===== config.mk =====
export PLATFORM = sky130hd
export DESIGN_NAME = ppeu_div
export DESIGN_NICKNAME = d
export VERILOG_FILES = /design/src/design/ppeu_div.sv
export SDC_FILE = /design/constraint.sdc
export NUM_CORES = 1
export LEC_CHECK = 0
export BUFFER_PORTS_ARGS = -buffer_cell sky130_fd_sc_hd__clkbuf_2
export CORE_ASPECT_RATIO = 0.8
export CORE_UTILIZATION = 45
export CTS_BUF_LIST = sky130_fd_sc_hd__clkbuf_8 sky130_fd_sc_hd__clkbuf_16
export CTS_CLUSTER_SIZE = 30
export DETAILED_ROUTE_END_ITERATION = 8
export PLACE_DENSITY_LB_ADDON = 0.15
export SYNTH_ARGS = -nofsm -noshare
export SYNTH_HDL_FRONTEND = slang
export SYNTH_SLANG_ARGS = --single-unit

===== constraint.sdc =====
create_clock -name clk -period 4.65 [get_ports clk]
set_clock_uncertainty 0.05 [all_clocks]
set_input_delay 0.2325 -clock clk [delete_from_list [all_inputs] [get_ports clk]]
set_output_delay 0.2325 -clock clk [all_outputs]
set_load 0.03 [all_outputs]

===== src/design/ppeu_div.sv =====
// Restoring remainder unit, one quotient bit per cycle; done rises after the last bit.
// Does not use ppeu_pkg; stands alone.
module ppeu_div (
    input  logic        clk,
    input  logic        rst_n,
    input  logic        start,
    input  logic [31:0] dividend,
    input  logic [16:0] divisor,
    output logic        busy,
    output logic        done,
    output logic [16:0] rem
);

    logic [17:0] rem_reg, rem_next;
    logic [31:0] num_reg;
    logic [16:0] den_reg;
    logic [5:0]  cnt_reg;
    logic        busy_reg;
    logic        done_reg;
    logic [17:0] trial;

    always_comb
    begin
        trial = {rem_reg[16:0], num_reg[31]};
        if (trial >= {1'b0, den_reg})
            rem_next = trial - {1'b0, den_reg};
        else
            rem_next = trial;
    end

    always_ff @(posedge clk or negedge rst_n)
    begin
        if (!rst_n)
        begin
            busy_reg <= 1'b0;
            done_reg <= 1'b0;
            cnt_reg  <= '0;
        end
        else
        begin
            done_reg <= 1'b0;
            if (start)
            begin
                busy_reg <= 1'b1;
                cnt_reg  <= '0;
            end
            else if (busy_reg)
            begin
                cnt_reg <= cnt_reg + 6'd1;
                if (cnt_reg == 6'd31)
                begin
                    busy_reg <= 1'b0;
                    done_reg <= 1'b1;
                end
            end
        end
    end

    always_ff @(posedge clk)
    begin
        if (start)
        begin
            rem_reg <= '0;
            num_reg <= dividend;
            den_reg <= divisor;
        end
        else if (busy_reg)
        begin
            rem_reg <= rem_next;
            num_reg <= {num_reg[30:0], 1'b0};
        end
    end

    assign busy = busy_reg;
    assign done = done_reg;
    assign rem  = rem_reg[16:0];

endmodule


Yosys cells after proc, flatten, opt, wreduce, memory -nomap -nowiden
Cells that the tools add are included.

word-level totals
  flip-flop bits (word level) = 74
  input port bits = 52
  output and inout bits = 19
  word-level logic and storage cells = 22

cells by class
  $add $sub $neg = 2
  magnitude comparators = 1
  eq/ne operators = 1
  mux-type cells = 11
  reduce and logical (&&, ||, !) cells = 1

operator list
  kind                   count
  $mux W32               2
  $ge A18 B17 Y1         1
  $mux W17               1
  $sub A17 B17 Y17       1
  $mux W6                2
  $add A6 B1 Y6 const B  1
  $eq A6 B5 Y1 const B   1
  $mux W1                6
  $reduce_bool A2 Y1     1

Logic depth before layout (Yosys ltp)
  depth after elaboration = 4
  depth in mapped cells = 11
  gate-level depth less buffers = 10

Least setup slack after synthesis
Ideal clock, no wire load.

  path kind = reg2reg
  start point = reg num_reg[31]
  end point = reg rem_reg[0]
  arrival = 2.367 ns
  data required time = 4.494 ns
  path slack = 2.127 ns
  stages on the path, launching flop included = 12
  path buffers = 1
  period minus slack after synthesis = 2.523 ns
  cell sequence = edfxtp_1 -> inv_1 -> ha_1 -> inv_1 -> fa_1 -> a21o_1 -> a221oi_4 -> o21bai_4 -> a221oi_4 -> buf_6 -> nand3_1 -> o311ai_0

on the way
  cells in the longest elaborated chain, start to end = 2
  elaborated cells between the ends (all ways) = 3
  classes of those cells = add/sub: 1; order compare: 1; mux: 1

ends and longest elaborated chain
  element                                             line    RTL
  start: declaration                                  15      logic [31:0] num_reg;
  start signal: assignment                            64      num_reg <= dividend;
  start signal: assignment                            70      num_reg <= {num_reg[30:0], 1'b0};
  $sub A17 B17 Y17 or $ge A18 B17 Y1 (tied branches)  26, 25
  $mux W17 (*)                                        25      if (trial >= {1'b0, den_reg})
  end signal: assignment                              69      rem_reg <= rem_next;
  end: declaration                                    14      logic [17:0] rem_reg, rem_next;

Mark *: on every way between the ends. The rest lies on a longest branch, timed or not.
A chain may end at the register's enable or synchronous reset.

Worst setup path in the final report
  start point = reg num_reg[31]
  end point = reg rem_reg[10]

Same word-level chain as after synthesis.

==> impl_metrics.csv <==
group,metric,value,unit
run_status,status,"finished, final reports clean",
drt,ant_nets,0,
logic_synthesis,synth_top_cell_by_area,"sky130_fd_sc_hd__edfxtp_1",
drt,drt-total-wl,8160,um
timing,final_hold_viol_count,0,
logic_synthesis,synth_top_flop_cell,"sky130_fd_sc_hd__edfxtp_1",
pwr,power.density,327,nW/um2
timing,fin_crit,3120,ps
setup_path,timing.critical_path.required,4860,ps
layout,final_util,58.4,%
layout,max_reg_flops,32,
drt,drt-pass1-iter-count,4,
placement,gp_routability_congestion,0.872,
pwr,total_internal_power,1.20,mW
clock_network,cts_max_path_buffers,2,
pwr,share_comb_of_total_power,11.4,%
die,dieHeight,84.9,um
pwr,power_share_of_the_clock_group,39.2,%
pwr,p_sw_share,22.9,%
min_path,min_from,"dividend[0]",
logic_synthesis,cells_after_synthesis,334,
clock_network,tritoncts_clock_tree,"done",
setup_path,setup.worst_path.start_class,"flop",
layout,ant_cells,0,
clock_network,ctsHtreeMaxLevel,3,
job,timing.max_cap.violations,0,
timing,worst_margin_slew,969,ps
grt,antenna_found_initial,0,
layout,final_layout_size_suffix_gt1_share,29.1,%
drt,via_density,5.35,
logic_synthesis,post_synth_num_cell_types,52,
setup_path,reg2reg_from,"num_reg[31]$_DFFE_PP_",
logic_synthesis,ys_top_cells_by_count,"sky130_fd_sc_hd__edfxtp_1, sky130_fd_sc_hd__mux2_2, sky130_fd_sc_hd__nand2_1",
timing,final-setup-viol-count,0,
clock_network,worstSkewPairLatency,350,ps
logic_synthesis,synth_top_area_share,38.1,%
timing,fmax,0.320,GHz
setup_path,critPathCaptureType,"flop",
clock_network,postCtsHoldBufs,18,
drt,drt_drc_violations_left,0,
min_path,worstHoldPathType,"input port to flop",
grt,gr-total-overflow,0,
pwr,power.sequential.fraction,49.4,%
timing,min_period_over_period,67.1,%
clock_network,cts_root_buffer,"sky130_fd_sc_hd__clkbuf_8",
clock_network,cts.clk_slew.worst_paths,80,ps
die,rows,29,
clock_network,post_cts_repair_resize_count,0,
logic_synthesis,synth-edff-count,49,
logic_synthesis,postSynth.asyncResetShare,10.8,%
grt,gr-usage-all-layers,19.8,%
grt,grt_pass1_vias,2880,
drt,drt_iter0_drc,101,
drt,routed-via-count,2873,
logic_synthesis,avgSynthCellArea,11.6,um2
logic_synthesis,yosys-mux-area-fraction,10.1,%
logic_synthesis,ys_top_cells_by_area,"sky130_fd_sc_hd__edfxtp_1, sky130_fd_sc_hd__mux2_2, sky130_fd_sc_hd__dfxtp_1",
die,initial_core_util,47.6,%
logic_synthesis,synth.cell_area,3870,um2
clock_network,post-cts-setup-buffers,0,
layout,area.growth.synth_to_final,22.7,%
clock_network,clock_sink_count,74,
setup_path,cp_data_arrival_time,3330,ps
logic_synthesis,synth.yosys.seq_area_share,52.0,%
pwr,power_leakage,2.03,nW
logic_synthesis,synth-adder-area-share,6.34,%
timing,grt_setup_unrepaired,"false",
grt,largest_net_degree_at_the_start_of_global_routing,40,
setup_path,maximum_fanout_count_along_the_critical_path,19,
timing,relSlewSlack,35.3,%
layout,nets,495,
logic_synthesis,synth_area_in_xor_xnor,3.62,%
pwr,net-switching-power,0.354,mW
die,core,8130,um2
drt,drt-wirelength-per-cell,15.2,um
die,design.portCount,71,
die,die_area,8970,um2
logic_synthesis,synth.net_count,405,
logic_synthesis,post-synth-top-count-cell,"sky130_fd_sc_hd__edfxtp_1",
logic_synthesis,synth-simple-area-share,12.0,%
timing,final.setup.tns,0,ps
setup_path,crit_path_start,"num_reg[31]$_DFFE_PP_",
die,chipWidth,106,um
timing,final_max_slew_viol_count,0,
clock_network,total_clock_buffers_created_by_cts,9,
logic_synthesis,synth_seq_cells,74,
logic_synthesis,synth_compound_gate_area_share,12.4,%
grt,grt_first_pass_wirelength,13700,um
logic_synthesis,count_of_warnings_emitted_by_yosys,0,
logic_synthesis,combinational_family_with_the_most_area_after_synthesis,"compound AO/OA/AOI/OAI gates",
setup_path,crit_type,"flop to flop",
pwr,ir_drop,0.170,mV
placement,placement.io_buffers,70,
placement,dp_hpwl,5610,um
-- cell usage in the layout, fill, tap and decap left out, drive strengths merged, types with 3 or more instances in the layout --
| cell | count |
|---|---|
| inv | 21 |
| nor2 | 20 |
| o211ai | 3 |
| o21ai | 14 |
| and2 | 3 |
| ha | 18 |
| buf | 4 |
| dfxtp | 17 |
| a311oi | 5 |
| bufinv | 3 |
| dfrtp | 8 |
| a21o | 3 |
| a21oi | 16 |
| a221oi | 3 |
| nand3 | 12 |
| mux2i | 4 |
| a32oi | 5 |
| clkbuf | 79 |
| edfxtp | 49 |
| nor3b | 3 |
| nand4 | 6 |
| dlygate4sd3 | 18 |
| nand2 | 31 |
| xnor2 | 9 |
| mux2 | 31 |
| xor2 | 7 |
| nand2b | 8 |
-- power by group through the flow --
stage	Combinational, mW	Clock (mW)	Sequential (mW)
CTS	0.178	0.620	0.767
global route	0.197	0.640	0.772
finish	0.177	0.608	0.766
global placement	0.160	0	0.780
detailed placement	0.165	0	0.781
floorplan	0.111	0	0.780
-- routing by layer --
metal	up-vias	share of wire, %	track usage, %
met5	-	0	0
met4	0	1.5	5.30
met3	13	6.2	5.91
met2	77	45	31.3
met1	1369	48	26.7
li1	1414	-	-
-- final timing paths --
| path | slack, ps | depth (start not counted) | endpoint |
|---|---|---|---|
| max | 1530 | 10 | rem_reg[10]$_SDFFE_PP0P_ |
| min | 110 | 2 | num_reg[0]$_SDFFCE_PN0P_ |
| max reg2reg | 1530 | 10 | rem_reg[10]$_SDFFE_PP0P_ |
| min reg2reg | 460 | 2 | rem_reg[7]$_SDFFE_PP0P_ |
| max in group asynchronous | 4160 | 2 | cnt_reg[1]$_DFFE_PN0P_ |
| min in group asynchronous | 210 | 2 | cnt_reg[5]$_DFFE_PN0P_ |
-- per-stage QoR --
step / setup slack [ps] / hold WS, ps / total power [mW] / cells / instance area, um2
final: 1530 / 115 / 1.55 / 537 / 4740
after global routing: 1270 / 112 / 1.61 / 537 / 4740
after CTS: 1510 / 105 / 1.56 / 537 / 4740
after detailed placement: 1550 / 47.3 / 0.946 / 503 / 4320
after global placement: 1660 / 44.9 / 0.940 / 503 / 4320
after floorplan: 2130 / -113 / 0.891 / 334 / 3870
-- area by class of cell --
class                           count  area [um2]
Multi-Input combinational cell    227        1720
Inverter                           20        75.1
Sequential cell                    74        2010
Clock inverter                      7         119
Tap cell                          108         135
Timing Repair Buffer               92         561
Fill cell                         729        3380
Clock buffer                        9         124
-- worst max-delay path: stages, from the launching register on --
cell                       delay, ps
sky130_fd_sc_hd__edfxtp_1        390
sky130_fd_sc_hd__inv_1            70
sky130_fd_sc_hd__ha_1            150
sky130_fd_sc_hd__inv_1            50
sky130_fd_sc_hd__fa_1            400
sky130_fd_sc_hd__a21o_1          240
sky130_fd_sc_hd__a221oi_4        350
sky130_fd_sc_hd__o21bai_4        130
sky130_fd_sc_hd__a221oi_4        790
sky130_fd_sc_hd__nand2_1         120
sky130_fd_sc_hd__a311oi_1        280
-- cells by family (layout without fill, tap and decap cells) --
| logic type | after synthesis | count (layout) |
|---|---|---|
| simple gates | 95 | 95 |
| flops | 74 | 74 |
| compound gates | 62 | 62 |
| mux | 35 | 35 |
| buf+inv | 33 | 128 |
| fa+ha+maj | 19 | 19 |
| xor+xnor | 16 | 16 |
Note: power is estimated with default switching activity, not from simulation.
