===== config.mk =====
export PLATFORM = sky130hd
export DESIGN_NAME = ppeu_mul
export DESIGN_NICKNAME = d
export VERILOG_FILES = /design/src/design/ppeu_mul.sv
export SDC_FILE = /design/constraint.sdc
export NUM_CORES = 1
export LEC_CHECK = 0
export BUFFER_PORTS_ARGS = -buffer_cell sky130_fd_sc_hd__buf_2
export CORE_ASPECT_RATIO = 0.9
export CORE_MARGIN = 2
export CORE_UTILIZATION = 60
export DETAILED_ROUTE_END_ITERATION = 8
export PLACE_DENSITY = 0.76
export SLEW_MARGIN = 20
export SYNTH_ARGS = -nofsm -noshare
export SYNTH_HDL_FRONTEND = slang
export SYNTH_SLANG_ARGS = --single-unit

===== constraint.sdc =====
create_clock -name clk -period 17.55 [get_ports clk]
set_clock_uncertainty 0.05 [all_clocks]
set_input_delay 0.8775 -clock clk [delete_from_list [all_inputs] [get_ports clk]]
set_output_delay 0.8775 -clock clk [all_outputs]
set_load 0.1 [all_outputs]

===== src/design/ppeu_mul.sv =====
// Shared signed 32 by unsigned 16 multiplier with a registered product.
// Stands alone; used by the integration steps of the top level.
module ppeu_mul (
    input  logic               clk,
    input  logic signed [31:0] a,
    input  logic [15:0]        b,
    output logic signed [48:0] p
);

    logic signed [48:0] p_reg;

    always_ff @(posedge clk)
    begin
        p_reg <= a * $signed({1'b0, b});
    end

    assign p = p_reg;

endmodule


## Yosys cells after proc, flatten, opt, wreduce, memory -nomap -nowiden

Index checks and enable logic that the tools add are counted.

| word-level totals | value |
|---|---|
| register bits after elaboration | 49 |
| input bits | 49 |

| operators by class | value |
|---|---|
| $mul | 1 |

Operator list:

| kind | number |
|---|---|
| multiplier 32 x 17 -> 49 bit | 1 |

## Logic depth before layout (Yosys ltp)

Gate-level depths: netlist (run 1).

| depth | value |
|---|---|
| word-level depth | 1 |
| depth in mapped cells | 24 |
| depth with buffers taken out | 23 |

## Worst setup path before layout (run 1)

No wires, ideal clock.

| timing | value |
|---|---|
| path kind | input -> register |
| start | input a[31] |
| end | register p_reg[46], in the netlist p[46] |
| library setup time | 0.122 ns |
| arrival time | 6.264 ns |
| data required time | 17.378 ns |
| path slack | 11.114 ns |
| cell stages on the path | 20 |
| path buffers | 1 |
| cells stage by stage | clkbuf_1 > nand2_1 > fa_1 > fa_1 > inv_1 > fa_1 > fa_1 > fa_1 > inv_1 > fa_1 > inv_1 > ha_1 > a21o_1 > a21o_1 > a21oi_1 > o21a_1 > a21boi_0 > o21ai_0 > a31o_2 > xor2_1 |

| on the way | value |
|---|---|
| cells in the longest elaborated chain, start to end | 1 |

Ends and longest elaborated chain:

| element | line | text |
|---|---|---|
| start: declaration | 5 | `input logic signed [31:0] a,` |
| multiplier 32 x 17 -> 49 bit | 14 | `p_reg <= a * $signed({1'b0, b});` |
| end signal: assignment | 14 |  |
| end: declaration | 10 | `logic signed [48:0] p_reg;` |

No other way between the ends.

## Final worst setup path (run 1)

| timing | value |
|---|---|
| start | input b[3] |
| end | register p_reg[31], in the netlist p[31] |

| on the way | value |
|---|---|
| cells in the longest elaborated chain, start to end | 1 |

Ends and longest elaborated chain:

| element | line | text |
|---|---|---|
| start: declaration | 6 | `input logic [15:0] b,` |
| multiplier 32 x 17 -> 49 bit | 14 |  |

No other way between the ends.

==> impl_metrics.tcl, run 1 <==
set metrics [dict create \
    min_path_cells 2 \
    fin_crit_sh_pct 41.95 \
    synth_top_family_by_area "adder cells" \
    grt_pass1_vias 15470 \
    fillers 2600 \
    cts_tree "yes" \
    hold_viol 0 \
    end_kind "flop" \
    synth_area_leader_cell "fa_1" \
    synth_edf_count 0 \
    io_buffers 97 \
    ant_nets 0 \
    grt_pass1_wl_um 78450 \
    critPathMaxFanout 32 \
    synth-seq-cells 49 \
    drive_gt1_share_pct 5.600 \
    synth_top_cells_by_count "inv_1, fa_1, nand2_1" \
    synth_compound_area_share_pct 4.649 \
    syn_nets 2775 \
    vias_per_cell 5.445 \
    root_buffer "clkbuf_16" \
    outcome "finished, final reports clean" \
    min_from "a[0]" \
    crit_type "input pin to flop" \
    wl_per_cell_um 18.32 \
    synth.area.mux_share_pct 0 \
    fin_tns_setup_ps 0 \
    hold_end "p[0]" \
    drtIter0Drc 906 \
    initial_core_util_pct 61.42 \
    period_needed_ps 7363 \
    gr-usage-all-layers_pct 30.41 \
    drt-met1-wl_um 18690 \
    nets 2797 \
    critPathLaunchType "input pin" \
    rsz0062_at_grt "no" \
    worst_pin_slew_ps 774.4 \
    area_delta_synth_final_pct 4.473 \
    yosysWarnings 0 \
    synthMostInstantiatedCell "inv_1" \
    largest_reg_flops 49 \
    num_vias 13900 \
    synthXorXnorAreaFrac_pct 2.203 \
    die-area_sq_mm 0.03324 \
    ys_async_sr_fraction_pct 0 \
    cts_inserted_buffers 5 \
    cts_resized 0 \
    fp-row-count 61 \
    met3WireLength_um 4307 \
    hpwl_um 37660 \
    synth_ff_type "dfxtp_1" \
    first_pass_iters 5 \
    n_antenna_cell 0 \
    cts_sinks 49 \
    critPathRequiredTime_ps 17710 \
    antenna_found_initial 0 \
    setup_viol 0 \
    min_path_type "input pin to flop" \
    die_w_um 192.0 \
    synth.distinct_cells 47 \
    slew_headroom_pct 48.37 \
    synth_fa_ha_area_share_pct 58.98 \
    synthTopCellsByArea "fa_1, inv_1, and2_1, ha_1, nand2_1" \
    wl_met2_um 22400 \
    synth_area_sq_mm 0.01908 \
    routed_wl_um 46760 \
    place_congestion 1.004 \
    synth_top_area_share_pct 51.31 \
    postSynthCellCount 2120 \
    ys_seq_area_share_pct 5.141 \
    coreArea_sq_mm 0.03106 \
    holdBufCountCts 0 \
    slew_violations 0 \
    drcViolationCount 0 \
    die_y_um 173.2 \
    clockBufferDepth 2 \
    cts_setup_buffers 0 \
    grt_max_degree 33 \
    synthSimpleGateAreaFrac_pct 15.74 \
    max_freq_ghz 0.1358 \
    top_layer "met4" \
    crit_arrival_ps 7530 \
    htree_levels 2 \
    post_synth.cell_area_avg_sq_um 9.000 \
    grt_overflow 0 \
    maxCapViolCount 0 \
    clk_pin_slew_ps 80 \
    boundaryPins 98 \
]
==> kinds of logic after synthesis <==
logic type,Yosys count
buf+inv,675
simple gates,614
fa+ha+maj,606
compound gates,128
flops,49
xor+xnor,48
==> metrics by stage <==
step | utilization (%) | worst slack, ps | std cells | hold WS, ps | cell area [sq um]
2_1_floorplan | - | 11110 | 2120 | 949.2 | 19080
3_3_place_gp | 63.67 | 10120 | 2544 | 1306 | 19780
3_5_place_dp | 63.67 | 10050 | 2544 | 1307 | 19780
4_1_cts | 64.17 | 10370 | 2552 | 961.3 | 19930
5_1_grt | 64.17 | 9979 | 2552 | 986.4 | 19930
6_report | 64.17 | 10190 | 2552 | 980.2 | 19930
==> worst max-delay path, stage by stage <==
cell and delay, ps:
buf_2 590, nand2_1 180, fa_1 530, fa_1 540, fa_1 520, inv_1 60
fa_1 460, fa_1 510, inv_1 50, fa_1 470, inv_1 40, ha_1 350
a21o_1 210, a31o_1 220, a311oi_1 580, a22oi_1 320, a21o_1 250, a21oi_1 330
o21ai_1 140, xor2_1 280
==> placed cells by master, fill, tap and decap left out, types with 6 or more instances in the layout <==
cell type / netlist / final
a21o_1: 21 / 21
a21oi_1: 34 / 34
a31oi_1: 6 / 6
and2_1: 241 / 241
and3_1: 6 / 6
buf_2: 1 / 97
dfxtp_1: 49 / 49
fa_1: 489 / 489
ha_1: 117 / 117
inv_1: 590 / 590
nand2_1: 310 / 310
nand3_1: 9 / 9
nor2_1: 23 / 23
o21a_1: 8 / 8
o21ai_0: 14 / 14
o21ai_1: 8 / 8
xnor2_1: 33 / 33
xor2_1: 15 / 15
==> how the worst max path moves through the flow <==
| stage | startpoint | to | slack [ps] | depth (start not counted) |
|---|---|---|---|---|
| floorplan | a[31] | p[46] | 11110 | 20 |
| global placement | b[3] | p[44] | 10120 | 21 |
| detailed placement | b[3] | p[31] | 10050 | 20 |
| CTS | b[3] | p[31] | 10370 | 20 |
| global route | b[3] | p[31] | 9980 | 20 |
| finish | b[3] | p[31] | 10190 | 20 |
==> layer usage <==
layer | vias up | global-route usage, %
li1 | 6081 | -
met1 | 7072 | 41.59
met2 | 627 | 49.52
met3 | 115 | 5.947
met4 | 0 | 9.065
met5 | - | 0
==> area by class of cell <==
type	count	area, sq um	share of cell area, %
multi-input cells	1396	15560	78.08
well taps	409	511.7	2.567
repair buffers	100	508.0	2.548
clock buffers	5	125.1	0.6277
inverters	590	2215	11.11
flip-flops and latches	49	980.9	4.921
clock inverters	3	28.78	0.1444
Power of run 1 is not shown: default switching activity piles up to over one toggle a cycle in this logic, so the estimate is an artifact.
==> run 2, diff against run 1 <==
==> constraint.sdc (replaced) <==
create_clock -name clk -period 7.56 [get_ports clk]
set_clock_uncertainty 0.05 [all_clocks]
set_input_delay 0.378 -clock clk [delete_from_list [all_inputs] [get_ports clk]]
set_output_delay 0.378 -clock clk [all_outputs]
set_load 0.1 [all_outputs]
==> run 2 against run 1 <==
Effect of this change:
- die area is the same
- sequential cell count is the same
- hold slack lost 480 ps
- via count is essentially flat
- critical path depth is the same
- global-route usage grew 0.48 points
- non-clock buffer count grew 4
- sequential share of layout area is essentially flat
- setup slack lost 9600 ps
- utilization grew 0.097 points
- highest routed layer unchanged
==> impl_metrics.tcl, run 2 (same netlist as run 1, synthesis figures left out) <==
set metrics [dict create \
    outcome "finished, final reports clean" \
    end_kind "flop" \
    worst_pin_slew_ps 872.7 \
    min_path_type "input pin to flop" \
    slew_violations 0 \
    cts_inserted_buffers 5 \
    max_freq_ghz 0.1440 \
    largest_reg_flops 49 \
    die-area_sq_mm 0.03324 \
    cts_sinks 49 \
    holdBufCountCts 0 \
    critPathLaunchType "input pin" \
    fin_tns_setup_ps 0 \
    cts_resized 0 \
    fp-row-count 61 \
    post-place-ws_ps 474.8 \
    hold_viol 0 \
    root_buffer "clkbuf_16" \
    critPathMaxFanout 32 \
    cts_setup_buffers 0 \
    coreArea_sq_mm 0.03106 \
    routed_wl_um 47870 \
    crit_type "input pin to flop" \
    critPathRequiredTime_ps 7780 \
    grt_pass1_vias 15500 \
    hpwl_um 37940 \
    first_pass_iters 5 \
    final_cell_mix "inv_1, fa_1, nand2_1" \
    fin_crit_sh_pct 91.83 \
    grt_overflow 0 \
    final_common_cell "inv_1" \
    n_antenna_cell 0 \
    rsz0062_at_grt "no" \
    gr-usage-all-layers_pct 30.89 \
    period_needed_ps 6943 \
    die_y_um 173.2 \
    fin_ws_ps 617.4 \
    vias_per_cell 5.435 \
    setup_viol 0 \
    cts_tree "yes" \
    drtIter0Drc 1024 \
    clockBufferDepth 2 \
    antenna_found_initial 2 \
    clk_pin_slew_ps 90 \
    boundaryPins 98 \
    die_w_um 192.0 \
    initial_core_util_pct 61.42 \
    wl_per_cell_um 18.73 \
    num_vias 13890 \
    ant_nets 0 \
    maxCapViolCount 0 \
    slew_headroom_pct 41.82 \
    htree_levels 2 \
    drive_gt1_share_pct 5.776 \
    nets 2801 \
    grt_max_degree 33 \
    io_buffers 97 \
    drcViolationCount 0 \
    area_delta_synth_final_pct 4.630 \
    crit_arrival_ps 7160 \
    place_congestion 0.9310 \
    grt_pass1_wl_um 79050 \
]
==> run 2: cell count changes in the layout (fill, tap and decap cells not counted) <==
cell / before / now
buf_4: 3 / 7
==> run 2: per-stage QoR <==
stage	utilization (%)	hold slack, ps	cell area, sq um	instances
2_1_floorplan	-	449.7	19080	2120
3_3_place_gp	63.77	830.6	19810	2548
3_5_place_dp	63.77	831.2	19810	2548
4_1_cts	64.26	482.3	19960	2556
5_1_grt	64.26	496.2	19960	2556
6_report	64.26	496.2	19960	2556
==> run 2: layer usage <==
layer  up-vias  wire, um  GRT usage [%]
li1       6093         -              -
met1      7073     18600          41.42
met2       624     22940          50.71
met3       101      5115          6.799
met4         0      1213          9.128
met5         -         0              0
==> run 2: area by class of cell <==
cell class	instances	area, sq um
Multi-Input combinational cell	1396	15560
Clock inverter	3	28.78
Clock buffer	5	125.1
Timing Repair Buffer	104	538.0
Inverter	590	2215
Sequential cell	49	980.9
Tap cell	409	511.7
Fill cell	2505	11100
==> run 2: worst max-delay path: stages <==
cell      delay, ps
buf_2           660
nand2_1         190
fa_1            550
fa_1            530
fa_1            530
inv_1            60
fa_1            490
fa_1            490
inv_1            50
fa_1            470
inv_1            40
ha_1            330
nand3_1         220
a21oi_1         320
or3b_1          220
o21ai_2         130
a221oi_2        700
a21oi_1         280
o31ai_2         330
xor2_1          170
==> run 2: worst paths after layout <==
check             from  endpoint  slack [ps]  cells past startpoint
setup / recovery  b[2]     p[44]         620                     20
hold / removal    a[0]      p[0]         500                      2
Power of run 2 is left out for the same reason.
==> run 3, diff against run 2 <==
==> constraint.sdc (replaced) <==
create_clock -name clk -period 7.56 [get_ports clk]
set_clock_uncertainty 0.05 [all_clocks]
set_input_delay 1.512 -clock clk [delete_from_list [all_inputs] [get_ports clk]]
set_output_delay 1.512 -clock clk [all_outputs]
set_load 0.1 [all_outputs]
==> run 3 against run 2 <==
Effect of this change:
- global-route usage is 0.054 points lower
- routed wire length is 1.0% lower
- critical path depth is 2 higher
- die area stayed put
- fmax is 5.2% lower
==> impl_metrics.tcl, run 3 (same netlist as run 1, synthesis figures left out) <==
set metrics [dict create \
    drtIter0Drc 1010 \
    fin_crit_sh_pct 96.90 \
    whs_ps 1633 \
    n_antenna_cell 0 \
    hold_viol 0 \
    drive_gt1_share_pct 9.372 \
    crit_top_cell "fa_1" \
    multiInputGateArea_sq_mm 0.01558 \
    crit_cells 22 \
    slowest_stage "fa_1" \
    root_buffer "clkbuf_16" \
    fin_tns_setup_ps 0 \
    worst-path-buf-inv 6 \
    cts_sinks 49 \
    antenna_found_initial 1 \
    coreArea_sq_mm 0.03106 \
    routed_wl_um 47390 \
    boundaryPins 98 \
    first_pass_iters 5 \
    fillers 2506 \
    grt_max_degree 33 \
    critPathTopFamily "adder cells" \
    max_freq_ghz 0.1365 \
    worst_pin_slew_ps 620.9 \
    grt_pass1_vias 15770 \
    cts_setup_buffers 0 \
    crit_type "input pin to flop" \
    wl_per_cell_um 17.96 \
    nets 2884 \
    drcViolationCount 0 \
    holdBufCountCts 0 \
    seqCellArea_sq_um 980.9 \
    hpwl_um 39700 \
    crit_chain "buf_2 -> nand2_1 -> fa_1 -> inv_1 -> fa_1 -> inv_1 -> fa_1 -> inv_1 -> fa_1 -> fa_1 -> inv_1 -> fa_1 -> inv_1 -> ha_1 -> nand3_1 -> a21oi_1 -> or3b_1 -> o21ai_2 -> a21boi_2 -> a221oi_4 -> o41ai_2 -> xnor2_1" \
    vias_per_cell 5.334 \
    setup_viol 0 \
    end_kind "flop" \
    io_buffers 97 \
    htree_levels 2 \
    largest_reg_flops 49 \
    period_needed_ps 7326 \
    grt_overflow 0 \
    min_path_type "input pin to flop" \
    die_w_um 192.0 \
    gr-usage-all-layers_pct 30.84 \
    final_cell_mix "inv_1, fa_1, nand2_1" \
    maxCapViolCount 0 \
    cp-startpoint "a[7]" \
    clockBufferDepth 2 \
    cts_inserted_buffers 5 \
    grt_pass1_wl_um 79070 \
    clk_pin_slew_ps 90 \
    rsz0062_at_grt "no" \
    outcome "finished, final reports clean" \
    endpoint "p[48]" \
    die-area_sq_mm 0.03324 \
    ant_nets 0 \
    num_vias 14080 \
    place_congestion 0.8879 \
    slew_violations 0 \
    cts_tree "yes" \
    crit_arrival_ps 7500 \
    die_y_um 173.2 \
    area_delta_synth_final_pct 8.519 \
    cpPeakStageDelay_ps 560 \
    final_common_cell "inv_1" \
    slew_headroom_pct 58.61 \
    initial_core_util_pct 61.42 \
    fp-row-count 61 \
    critPathMaxFanout 16 \
    critPathRequiredTime_ps 7740 \
    critPathLaunchType "input pin" \
]
run 3: cell types whose count changed in the layout (fill, tap and decap cells not counted), sizes merged:
cell    change
clkinv      -1
clkbuf      +3
inv         +1
buf        +80
run 3: area by class of cell:
| cell class | instances | area share, % |
|---|---|---|
| clock inverter | 3 | 0.1269 |
| timing repair buffer | 187 | 6.128 |
| inverter | 590 | 10.70 |
| tap | 409 | 2.472 |
| sequential | 49 | 4.738 |
| multi-input combinational | 1396 | 75.24 |
| clock buffer | 5 | 0.6043 |
run 3: worst min-delay path by stage:
stage          from    to  slack (ps)  depth (start not counted)
2_1_floorplan  b[0]  p[0]        1580                          1
3_3_place_gp   b[0]  p[0]        1930                          2
3_5_place_dp   b[0]  p[0]        1940                          2
4_1_cts        b[0]  p[0]        1590                          2
5_1_grt        b[0]  p[0]        1620                          2
6_report       b[0]  p[0]        1630                          2
run 3: layer usage:
layer  vias to the layer above  part of all wire, %  wire [um]  GRT usage, %
li1                       6259                    -          -             -
met1                      7103                   39      18310         39.70
met2                       617                   48      22960         50.83
met3                        95                  9.9       4715         8.139
met4                         2                  2.9       1390         10.34
met5                         -                0.025         12             0
run 3: repair_timing:
| item | in CTS | in global routing |
|---|---|---|
| gates resized for setup | 0 | 6 |
| endpoints found under the setup margin | 0 | 7 |
| endpoints found under the hold margin | 0 | 0 |
run 3: metrics by stage:
step / util, % / setup slack, ps / instance area (sq um) / std cells
after floorplan: - / 489.8 / 19080 / 2120
after global placement: 66.10 / -26.88 / 20530 / 2631
after detailed placement: 66.10 / -162.6 / 20530 / 2631
after CTS: 66.58 / 198.8 / 20680 / 2639
after global routing: 66.65 / 9.647 / 20700 / 2639
final: 66.65 / 234.4 / 20700 / 2639
Power of run 3 is left out for the same reason.
